$ cat src/rtl/chd_pkg.sv
// Package for the HTTP chunked body decoder: constants, status codes,
// the per-byte classification record and the header keyword table.
// No dependencies.
package chd_pkg;

  localparam int SizeBitsDef = 32;
  localparam int KeyLen      = 26;
  localparam int KeyIdxW     = 5;

  localparam logic [7:0] CharCr  = 8'h0d;
  localparam logic [7:0] CharLf  = 8'h0a;
  localparam logic [7:0] CharSp  = 8'h20;
  localparam logic [7:0] CharTab = 8'h09;
  localparam logic [7:0] CharT   = 8'h54;

  typedef enum logic [2:0] {
    StInProgress  = 3'd0,
    StComplete    = 3'd1,
    StNoHeaderEnd = 3'd2,
    StSizeCrlf    = 3'd3,
    StDataShort   = 3'd4,
    StDataCrlf    = 3'd5
  } status_e;

  typedef struct packed {
    logic       key_hit;
    logic       blank_hit;
    logic       is_t;
    logic       is_cr;
    logic       is_lf;
    logic       is_blank;
    logic       is_hex;
    logic [3:0] hex_val;
  } byte_class_t;

  // "Transfer-Encoding: chunked"
  function automatic logic [7:0] key_char(input logic [KeyIdxW-1:0] idx);
    logic [7:0] c;
    unique case (idx)
      5'd0:    c = "T";
      5'd1:    c = "r";
      5'd2:    c = "a";
      5'd3:    c = "n";
      5'd4:    c = "s";
      5'd5:    c = "f";
      5'd6:    c = "e";
      5'd7:    c = "r";
      5'd8:    c = "-";
      5'd9:    c = "E";
      5'd10:   c = "n";
      5'd11:   c = "c";
      5'd12:   c = "o";
      5'd13:   c = "d";
      5'd14:   c = "i";
      5'd15:   c = "n";
      5'd16:   c = "g";
      5'd17:   c = ":";
      5'd18:   c = " ";
      5'd19:   c = "c";
      5'd20:   c = "h";
      5'd21:   c = "u";
      5'd22:   c = "n";
      5'd23:   c = "k";
      5'd24:   c = "e";
      5'd25:   c = "d";
      default: c = 8'h00;
    endcase
    return c;
  endfunction

endpackage

$ cat src/rtl/chd_in_stage.sv
// Input register of the chunked body decoder: holds one request byte
// until the core takes it. Has no dependencies.
module chd_in_stage (
  input  logic       clk_i,
  input  logic       rst_ni,
  input  logic       in_valid_i,
  output logic       in_ready_o,
  input  logic [7:0] data_byte_i,
  input  logic       last_byte_i,
  input  logic       take_i,
  output logic       valid_o,
  output logic [7:0] data_o,
  output logic       last_o
);

  logic       valid_q;
  logic [7:0] data_q;
  logic       last_q;

  assign in_ready_o = !valid_q || take_i;

  always_ff @(posedge clk_i or negedge rst_ni) begin
    if (!rst_ni) begin
      valid_q <= 1'b0;
    end else if (in_ready_o) begin
      valid_q <= in_valid_i;
    end
  end

  always_ff @(posedge clk_i) begin
    if (in_ready_o && in_valid_i) begin
      data_q <= data_byte_i;
      last_q <= last_byte_i;
    end
  end

  assign valid_o = valid_q;
  assign data_o  = data_q;
  assign last_o  = last_q;

endmodule

$ cat src/rtl/chd_byte_class.sv
// Byte classifier: keyword and blank-line compares, whitespace, CR/LF and
// hex digit decode for the current request byte. Depends on chd_pkg.
module chd_byte_class (
  input  logic [7:0]                   data_i,
  input  logic [chd_pkg::KeyIdxW-1:0]  key_idx_i,
  input  logic [1:0]                   blank_idx_i,
  output chd_pkg::byte_class_t         cls_o
);
  import chd_pkg::*;

  logic [7:0] blank_char;

  assign blank_char = blank_idx_i[0] ? CharLf : CharCr;

  always_comb begin
    cls_o           = '0;
    cls_o.key_hit   = (data_i == key_char(key_idx_i));
    cls_o.blank_hit = (data_i == blank_char);
    cls_o.is_t      = (data_i == CharT);
    cls_o.is_cr     = (data_i == CharCr);
    cls_o.is_lf     = (data_i == CharLf);
    cls_o.is_blank  = (data_i == CharSp) || (data_i == CharTab);
    if (data_i >= "0" && data_i <= "9") begin
      cls_o.is_hex  = 1'b1;
      cls_o.hex_val = 4'(data_i - 8'h30);
    end else if (data_i >= "a" && data_i <= "f") begin
      cls_o.is_hex  = 1'b1;
      cls_o.hex_val = 4'(data_i - 8'h57);
    end else if (data_i >= "A" && data_i <= "F") begin
      cls_o.is_hex  = 1'b1;
      cls_o.hex_val = 4'(data_i - 8'h37);
    end
  end

endmodule

$ cat src/rtl/chd_core.sv
// Decoder core: parse state machine (header, plain body, size line, chunk
// data, trailing CRLF) and the result register. Depends on chd_pkg and
// takes byte classification from chd_byte_class.
module chd_core #(
  parameter int SizeBits = chd_pkg::SizeBitsDef
) (
  input  logic                         clk_i,
  input  logic                         rst_ni,
  input  logic                         valid_i,
  input  logic [7:0]                   data_i,
  input  logic                         last_i,
  input  chd_pkg::byte_class_t         cls_i,
  output logic                         take_o,
  output logic [chd_pkg::KeyIdxW-1:0]  key_idx_o,
  output logic [1:0]                   blank_idx_o,
  output logic                         out_valid_o,
  input  logic                         out_ready_i,
  output logic [7:0]                   body_byte_o,
  output logic                         byte_valid_o,
  output logic                         request_done_o,
  output logic [2:0]                   status_o
);
  import chd_pkg::*;

  typedef enum logic [2:0] {
    PhHeader, PhPlain, PhSize, PhData, PhDcr, PhDlf, PhDone, PhError
  } phase_e;

  localparam int WideBits = SizeBits + 4;
  localparam logic [WideBits-1:0] SizeLimit = {5'b0, {(SizeBits-1){1'b1}}};
  localparam logic [KeyIdxW-1:0] KeyLast = KeyIdxW'(KeyLen - 1);

  phase_e              phase_q, phase_d;
  logic [1:0]          bm_q, bm_d;
  logic [KeyIdxW-1:0]  km_q, km_d;
  logic                chunked_q, chunked_d;
  logic [SizeBits-1:0] acc_q, acc_d;
  logic                inv_q, inv_d;
  logic                crp_q, crp_d;
  logic [SizeBits-1:0] rem_q, rem_d;
  status_e             sticky_q, sticky_d;

  logic                out_valid_q;
  logic [7:0]          body_q, body_d;
  logic                bvalid_q, bvalid_d;
  logic                done_q;
  status_e             status_q, status_d;

  logic                end_line;
  logic [SizeBits-1:0] line_size;
  logic [WideBits-1:0] acc_next;
  logic [SizeBits-1:0] rem_m1;

  assign take_o      = valid_i && (!out_valid_q || out_ready_i);
  assign key_idx_o   = km_q;
  assign blank_idx_o = bm_q;

  assign acc_next  = ({4'b0, acc_q} << 4) + WideBits'(cls_i.hex_val);
  assign line_size = inv_q ? '0 : acc_q;
  assign rem_m1    = rem_q - SizeBits'(1);

  always_comb begin
    phase_d   = phase_q;
    bm_d      = bm_q;
    km_d      = km_q;
    chunked_d = chunked_q;
    acc_d     = acc_q;
    inv_d     = inv_q;
    crp_d     = crp_q;
    rem_d     = rem_q;
    sticky_d  = sticky_q;
    body_d    = 8'h00;
    bvalid_d  = 1'b0;
    status_d  = StInProgress;
    end_line  = 1'b0;

    unique case (phase_q)
      PhHeader: begin
        if (cls_i.key_hit) begin
          if (km_q == KeyLast) begin
            chunked_d = 1'b1;
            km_d      = '0;
          end else begin
            km_d = km_q + KeyIdxW'(1);
          end
        end else begin
          km_d = cls_i.is_t ? KeyIdxW'(1) : '0;
        end
        if (cls_i.blank_hit) begin
          if (bm_q == 2'd3) begin
            bm_d    = '0;
            acc_d   = '0;
            inv_d   = 1'b0;
            crp_d   = 1'b0;
            phase_d = chunked_d ? PhSize : PhPlain;
          end else begin
            bm_d = bm_q + 2'd1;
          end
        end else begin
          bm_d = cls_i.is_cr ? 2'd1 : 2'd0;
        end
      end
      PhPlain: begin
        body_d   = data_i;
        bvalid_d = 1'b1;
      end
      PhSize: begin
        if (crp_q) begin
          crp_d = 1'b0;
          if (cls_i.is_lf) begin
            end_line = 1'b1;
          end else begin
            inv_d = 1'b1;
          end
        end
        if (end_line) begin
          acc_d = '0;
          inv_d = 1'b0;
          if (line_size == '0) begin
            phase_d  = PhDone;
            sticky_d = StComplete;
          end else begin
            phase_d = PhData;
            rem_d   = line_size;
          end
        end else if (cls_i.is_cr) begin
          crp_d = 1'b1;
        end else if (cls_i.is_blank) begin
          acc_d = acc_q;
        end else if (!cls_i.is_hex) begin
          inv_d = 1'b1;
        end else if (acc_next > SizeLimit) begin
          acc_d = SizeLimit[SizeBits-1:0];
        end else begin
          acc_d = acc_next[SizeBits-1:0];
        end
      end
      PhData: begin
        body_d   = data_i;
        bvalid_d = 1'b1;
        if (rem_q != '0) begin
          rem_d = rem_m1;
          if (rem_m1 == '0) phase_d = PhDcr;
        end else begin
          phase_d = PhDcr;
        end
      end
      PhDcr: begin
        if (cls_i.is_cr) begin
          phase_d = PhDlf;
        end else begin
          phase_d  = PhError;
          sticky_d = StDataCrlf;
        end
      end
      PhDlf: begin
        if (cls_i.is_lf) begin
          acc_d   = '0;
          inv_d   = 1'b0;
          crp_d   = 1'b0;
          phase_d = PhSize;
        end else begin
          phase_d  = PhError;
          sticky_d = StDataCrlf;
        end
      end
      PhDone, PhError: begin
        phase_d = phase_q;
      end
      default: begin
        phase_d = phase_q;
      end
    endcase

    if (last_i) begin
      unique case (phase_d)
        PhHeader:     status_d = StNoHeaderEnd;
        PhPlain:      status_d = StComplete;
        PhSize:       status_d = StSizeCrlf;
        PhData:       status_d = StDataShort;
        PhDcr, PhDlf: status_d = StDataCrlf;
        default:      status_d = sticky_d;
      endcase
      phase_d   = PhHeader;
      bm_d      = '0;
      km_d      = '0;
      chunked_d = 1'b0;
      acc_d     = '0;
      inv_d     = 1'b0;
      crp_d     = 1'b0;
      rem_d     = '0;
      sticky_d  = StInProgress;
    end
  end

  always_ff @(posedge clk_i or negedge rst_ni) begin
    if (!rst_ni) begin
      phase_q     <= PhHeader;
      bm_q        <= '0;
      km_q        <= '0;
      chunked_q   <= 1'b0;
      acc_q       <= '0;
      inv_q       <= 1'b0;
      crp_q       <= 1'b0;
      rem_q       <= '0;
      sticky_q    <= StInProgress;
      out_valid_q <= 1'b0;
    end else begin
      if (take_o) begin
        phase_q   <= phase_d;
        bm_q      <= bm_d;
        km_q      <= km_d;
        chunked_q <= chunked_d;
        acc_q     <= acc_d;
        inv_q     <= inv_d;
        crp_q     <= crp_d;
        rem_q     <= rem_d;
        sticky_q  <= sticky_d;
      end
      if (!out_valid_q || out_ready_i) begin
        out_valid_q <= valid_i;
      end
    end
  end

  always_ff @(posedge clk_i) begin
    if (take_o) begin
      body_q   <= body_d;
      bvalid_q <= bvalid_d;
      done_q   <= last_i;
      status_q <= status_d;
    end
  end

  assign out_valid_o    = out_valid_q;
  assign body_byte_o    = body_q;
  assign byte_valid_o   = bvalid_q;
  assign request_done_o = done_q;
  assign status_o       = status_q;

endmodule

$ cat src/rtl/http_chunked_body_decoder.sv
// HTTP/1.1 chunked body decoder, one request byte in and one result out per
// clock, fully pipelined: input register, decode, result register. The result
// for a byte is written to the result register when the core takes it from
// the input register, and a new byte is taken every cycle while the result
// side keeps up. The header is scanned for CRLF CRLF and for
// "Transfer-Encoding: chunked"; without the keyword the body passes through,
// with it hex size lines (saturating at 2^(SIZE_BITS-1)-1) and chunk data are
// decoded. The result for the byte flagged last carries request_done and the
// final status, after which the block is back in its reset state.
module http_chunked_body_decoder #(
  parameter int SIZE_BITS = chd_pkg::SizeBitsDef
) (
  input  logic       clk_i,
  input  logic       rst_ni,
  input  logic       in_valid_i,
  output logic       in_ready_o,
  input  logic [7:0] data_byte_i,
  input  logic       last_byte_i,
  output logic       out_valid_o,
  input  logic       out_ready_i,
  output logic [7:0] body_byte_o,
  output logic       byte_valid_o,
  output logic       request_done_o,
  output logic [2:0] status_o
);
  import chd_pkg::*;

  logic               take;
  logic               stg_valid;
  logic [7:0]         stg_data;
  logic               stg_last;
  logic [KeyIdxW-1:0] key_idx;
  logic [1:0]         blank_idx;
  byte_class_t        cls;

  chd_in_stage u_in_stage (
    .clk_i       (clk_i),
    .rst_ni      (rst_ni),
    .in_valid_i  (in_valid_i),
    .in_ready_o  (in_ready_o),
    .data_byte_i (data_byte_i),
    .last_byte_i (last_byte_i),
    .take_i      (take),
    .valid_o     (stg_valid),
    .data_o      (stg_data),
    .last_o      (stg_last)
  );

  chd_byte_class u_byte_class (
    .data_i      (stg_data),
    .key_idx_i   (key_idx),
    .blank_idx_i (blank_idx),
    .cls_o       (cls)
  );

  chd_core #(
    .SizeBits (SIZE_BITS)
  ) u_core (
    .clk_i          (clk_i),
    .rst_ni         (rst_ni),
    .valid_i        (stg_valid),
    .data_i         (stg_data),
    .last_i         (stg_last),
    .cls_i          (cls),
    .take_o         (take),
    .key_idx_o      (key_idx),
    .blank_idx_o    (blank_idx),
    .out_valid_o    (out_valid_o),
    .out_ready_i    (out_ready_i),
    .body_byte_o    (body_byte_o),
    .byte_valid_o   (byte_valid_o),
    .request_done_o (request_done_o),
    .status_o       (status_o)
  );

endmodule
$ cat config.mk
export PLATFORM = sky130hd
export DESIGN_NAME = http_chunked_body_decoder
export DESIGN_NICKNAME = d
export VERILOG_FILES = /design/src/rtl/chd_pkg.sv /design/src/rtl/chd_in_stage.sv /design/src/rtl/chd_byte_class.sv /design/src/rtl/chd_core.sv /design/src/rtl/http_chunked_body_decoder.sv
export SDC_FILE = /design/constraint.sdc
export NUM_CORES = 1
export LEC_CHECK = 0
export ABC_CLOCK_PERIOD_IN_PS = 4400
export BUFFER_PORTS_ARGS = -buffer_cell sky130_fd_sc_hd__buf_2
export CAP_MARGIN = 15
export CORE_ASPECT_RATIO = 1.25
export CORE_MARGIN = 8
export CORE_UTILIZATION = 30
export DETAILED_ROUTE_END_ITERATION = 10
export PLACE_DENSITY = 0.53
export SLEW_MARGIN = 20
export SYNTH_ARGS = -nofsm -noshare
export SYNTH_HDL_FRONTEND = slang
export SYNTH_SLANG_ARGS = --single-unit
$ cat constraint.sdc
create_clock -name clk_i -period 4.4 [get_ports clk_i]
set_clock_uncertainty 0.2 [all_clocks]
set_input_delay 0 -clock clk_i [delete_from_list [all_inputs] [get_ports clk_i]]
set_output_delay 0 -clock clk_i [all_outputs]
set_load 0.05 [all_outputs]
==> impl_results.md <==
- Outcome: completed
- H-Tree Depth: 3
- Die ar.: 26810 um2
- Worst setup path class: flop to flop
- Top cells by count, synth: o21ai_0 (127), dfrtp_1 (82), nor2_1 (78), nand2_1 (75), clkbuf_1 (44)
- Row cnt: 60
- Lkg Pwr: 0.002990 uW
- Starting Density: 30.47%
- Routed vias: 5815
- CTS buffer count: 9
- Largest net degree at the start of global routing: 47
- Worst Path Arrival: 3880 ps
- Post-synth net total: 792
- CP dominant cell by count: nand4_1
- Vias in the first global route: 5624
- Area growth from synthesis to final layout: 11.73%
- DIE HEIGHT: 181.1 um
- NumNets Final: between 700 and 800
- Largest stage delay, worst path: 610 ps
- Clock input transition at the sequential cells of the worst setup and hold paths: around 80 ps
- DRT iter0 DRCs: 337
- Horiz. Die Dim: approximately 150 um
- Worst setup SP type: flop
- Final period util: roughly 90%
- Root Driver: clkbuf_16
- Reg2Reg Depth: 11
- DR pass1 iterations: 6
- Final core occ: about a third
- Worst-path maximum fanout: 12
- #FFs+latches synth: 104
- GR Util All Layers: 14.28%
- Most frequent cell after synthesis: o21ai_0
- Slew headroom: 34.62%
- WHS Path Cells: 2
- Post-synth cell types: 85
- Placer Congestion: 0.8666
- Worst min path class: input pin to flop
- Boundary pin count: 28
- Setup TNS: 0 ps
- Number of synthesized flops with an enable pin: 22
- Diode count: 0
- Bufs on Longest Clock Path: 2
- Mapped cell area: ~6500 um2
- Worst Max-Slew Pin Slew: 979.7 ps
- Port buffer count: 27
- CTS Sinks: 104
- Post-DP HPWL: 13130 um
- Worst path cell trace: inv_1, ha_1, nor3b_4, nand4_1, o41a_2, nor3_2, o2111a_2, nand4_1, and2_4, or4_1, a21boi_1
- Synth area leaders: dfrtp_1 (31%), edfxtp_1 (10%), o21ai_0 (9.7%), nor2_1 (4.5%), nand2_1 (4.3%)
- Maximum clock frequency: around 260 MHz
- Drt wl/cell: between 15 and 20 um
- Post-Syn Instances: 763
- # DRC: 0
- Max-cap violation count: 0
- TritonCTS clock tree: yes
- Final WL: between 15000 and 20000 um
- Seq/Total Area, Yosys: 41.47%
- Ys async rst share: 78.85%
- Vias/cell: 5.538
- Final setup viols: 0
- Crit. End Element: flop
- Ratio of cells with drive above 1 in the final layout: 10.89%
- Final Max Tran Viols: 0
- Slowest CP cell: o41a_2
- R2R setup slack: 540 ps
- Main flop type after synthesis: dfrtp_1
- First-pass GRT wire length: ~31000 um
- Avg Cell Area, Syn: 8.573 um2
- RSZ-0062 raised after global routing: false
- Yosys Warn Count: 0
- Worst Path Required: around 4400 ps
- Power per cell area: 299.9 nW/um2
- Fin. Hold Viols: 0
- Initial antenna violation count: 0
- Routed Antenna Nets: 0
- Worst vdd ir: 0.0001792 V
- Synth area leader: dfrtp_1
- Total grt overflow: 0
- Clk_lat worst skew: 360 ps
- Core area: 21470 um2
- Top-area cell type share of the netlist area: 31.37%
- Tmin final: 3864 ps
## metrics by stage
stage                     instances  power, uW  hold WS, ps  worst slack, ps  cell area [um2]
after floorplan                 763       1238       -495.6            888.3             6541
after global placement         1019       1333       -198.0            632.8             6832
after detailed placement       1019       1331       -192.1            560.0             6832
after CTS                      1050       2218        126.6            524.2             7306
after global routing           1050       2277        139.4            222.7             7308
final                          1050       2191        141.8            536.4             7308
## placed cells by master, fill, tap and decap left out, types with 6 or more instances in the layout
master / n
xnor2_1: 10
inv_1: 15
o21ai_1: 9
dlygate4sd3_1: 14
or4_1: 10
nor4_1: 22
nand2b_1: 6
nand3_1: 9
dfrtp_1: 82
nor3_1: 25
buf_4: 8
nor2b_1: 7
ha_1: 16
o21ai_0: 127
a21oi_1: 33
nand2_1: 75
nand4_1: 8
a22oi_1: 8
edfxtp_1: 22
and3_1: 12
xor2_1: 6
clkbuf_16: 9
nor2_1: 77
a31oi_1: 15
o31ai_1: 12
buf_2: 26
## cell families (layout without fill, tap and decap cells)
family / Yosys count / after routing / share of synthesized area (%)
xor gates and xnor gates: 16 / 16 / 2.142
buffers and inverters: 74 / 82 / 5.069
muxes: 7 / 7 / 1.282
adders and majority gates: 16 / 16 / 3.060
and+or+nand+nor: 299 / 299 / 24.35
AOI/OAI and AO/OA: 247 / 247 / 22.63
DFF: 104 / 104 / 41.47
## layer usage
metal / up-vias / GRT usage (%) / part of all wire (%)
met5: - / 0 / 0
met4: 0 / 5.724 / 2.2
met3: 26 / 2.250 / 2.6
met2: 101 / 23.81 / 50
met1: 2888 / 17.99 / 45
li1: 2800 / - / -
## cell type report
cell class	count	area [um2]
fillers	2299	14160
well taps	279	349.1
multi-input cells	585	3518
repair buffers	49	350.3
clock buffers	9	225.2
flip-flops and latches	104	2713
inverters	17	63.81
clock inverters	7	88.84
## report_power, final
part	switching (uW)	internal [uW]
Sequential	31.6	1010
Combinational	210	72.3
Clock	413	456
## sequential cells by signal (all words and copies together) (netlist names), 2 cells and up
signal and cells:
u_core.sticky_q 3, u_core.status_o 3, u_core.phase_q 3, u_core.rem_q 32
u_core.key_idx_o 5, u_in_stage.data_o 8, u_core.acc_q 32, u_core.blank_idx_o 2
u_core.body_byte_o 8
## critical path, delay by kind of cell, from the launching register on
kind	cells	cell delay (ps)
buf+inv	1	90
compound gates	3	1020
simple gates	6	1710
fa+ha+maj	1	230
flops	1	460
## final timing paths
kind	startpoint	end
max	u_core.rem_q[0]	u_core.status_o[1]
min	data_byte_i[5]	u_in_stage.data_o[5]
max reg2reg	u_core.rem_q[0]	u_core.status_o[1]
min reg2reg	u_in_stage.valid_o	u_core.out_valid_o
max in group asynchronous	rst_ni	u_core.sticky_q[0]
min in group asynchronous	rst_ni	u_core.acc_q[10]
## what timing repair did
item                                   4_1_cts  5_1_grt
hold buffers                                15        0
setup buffers                                0        0
endpoints found under the hold margin       47        0
resized for setup                            0        0
(Power assumes the default switching activity.)
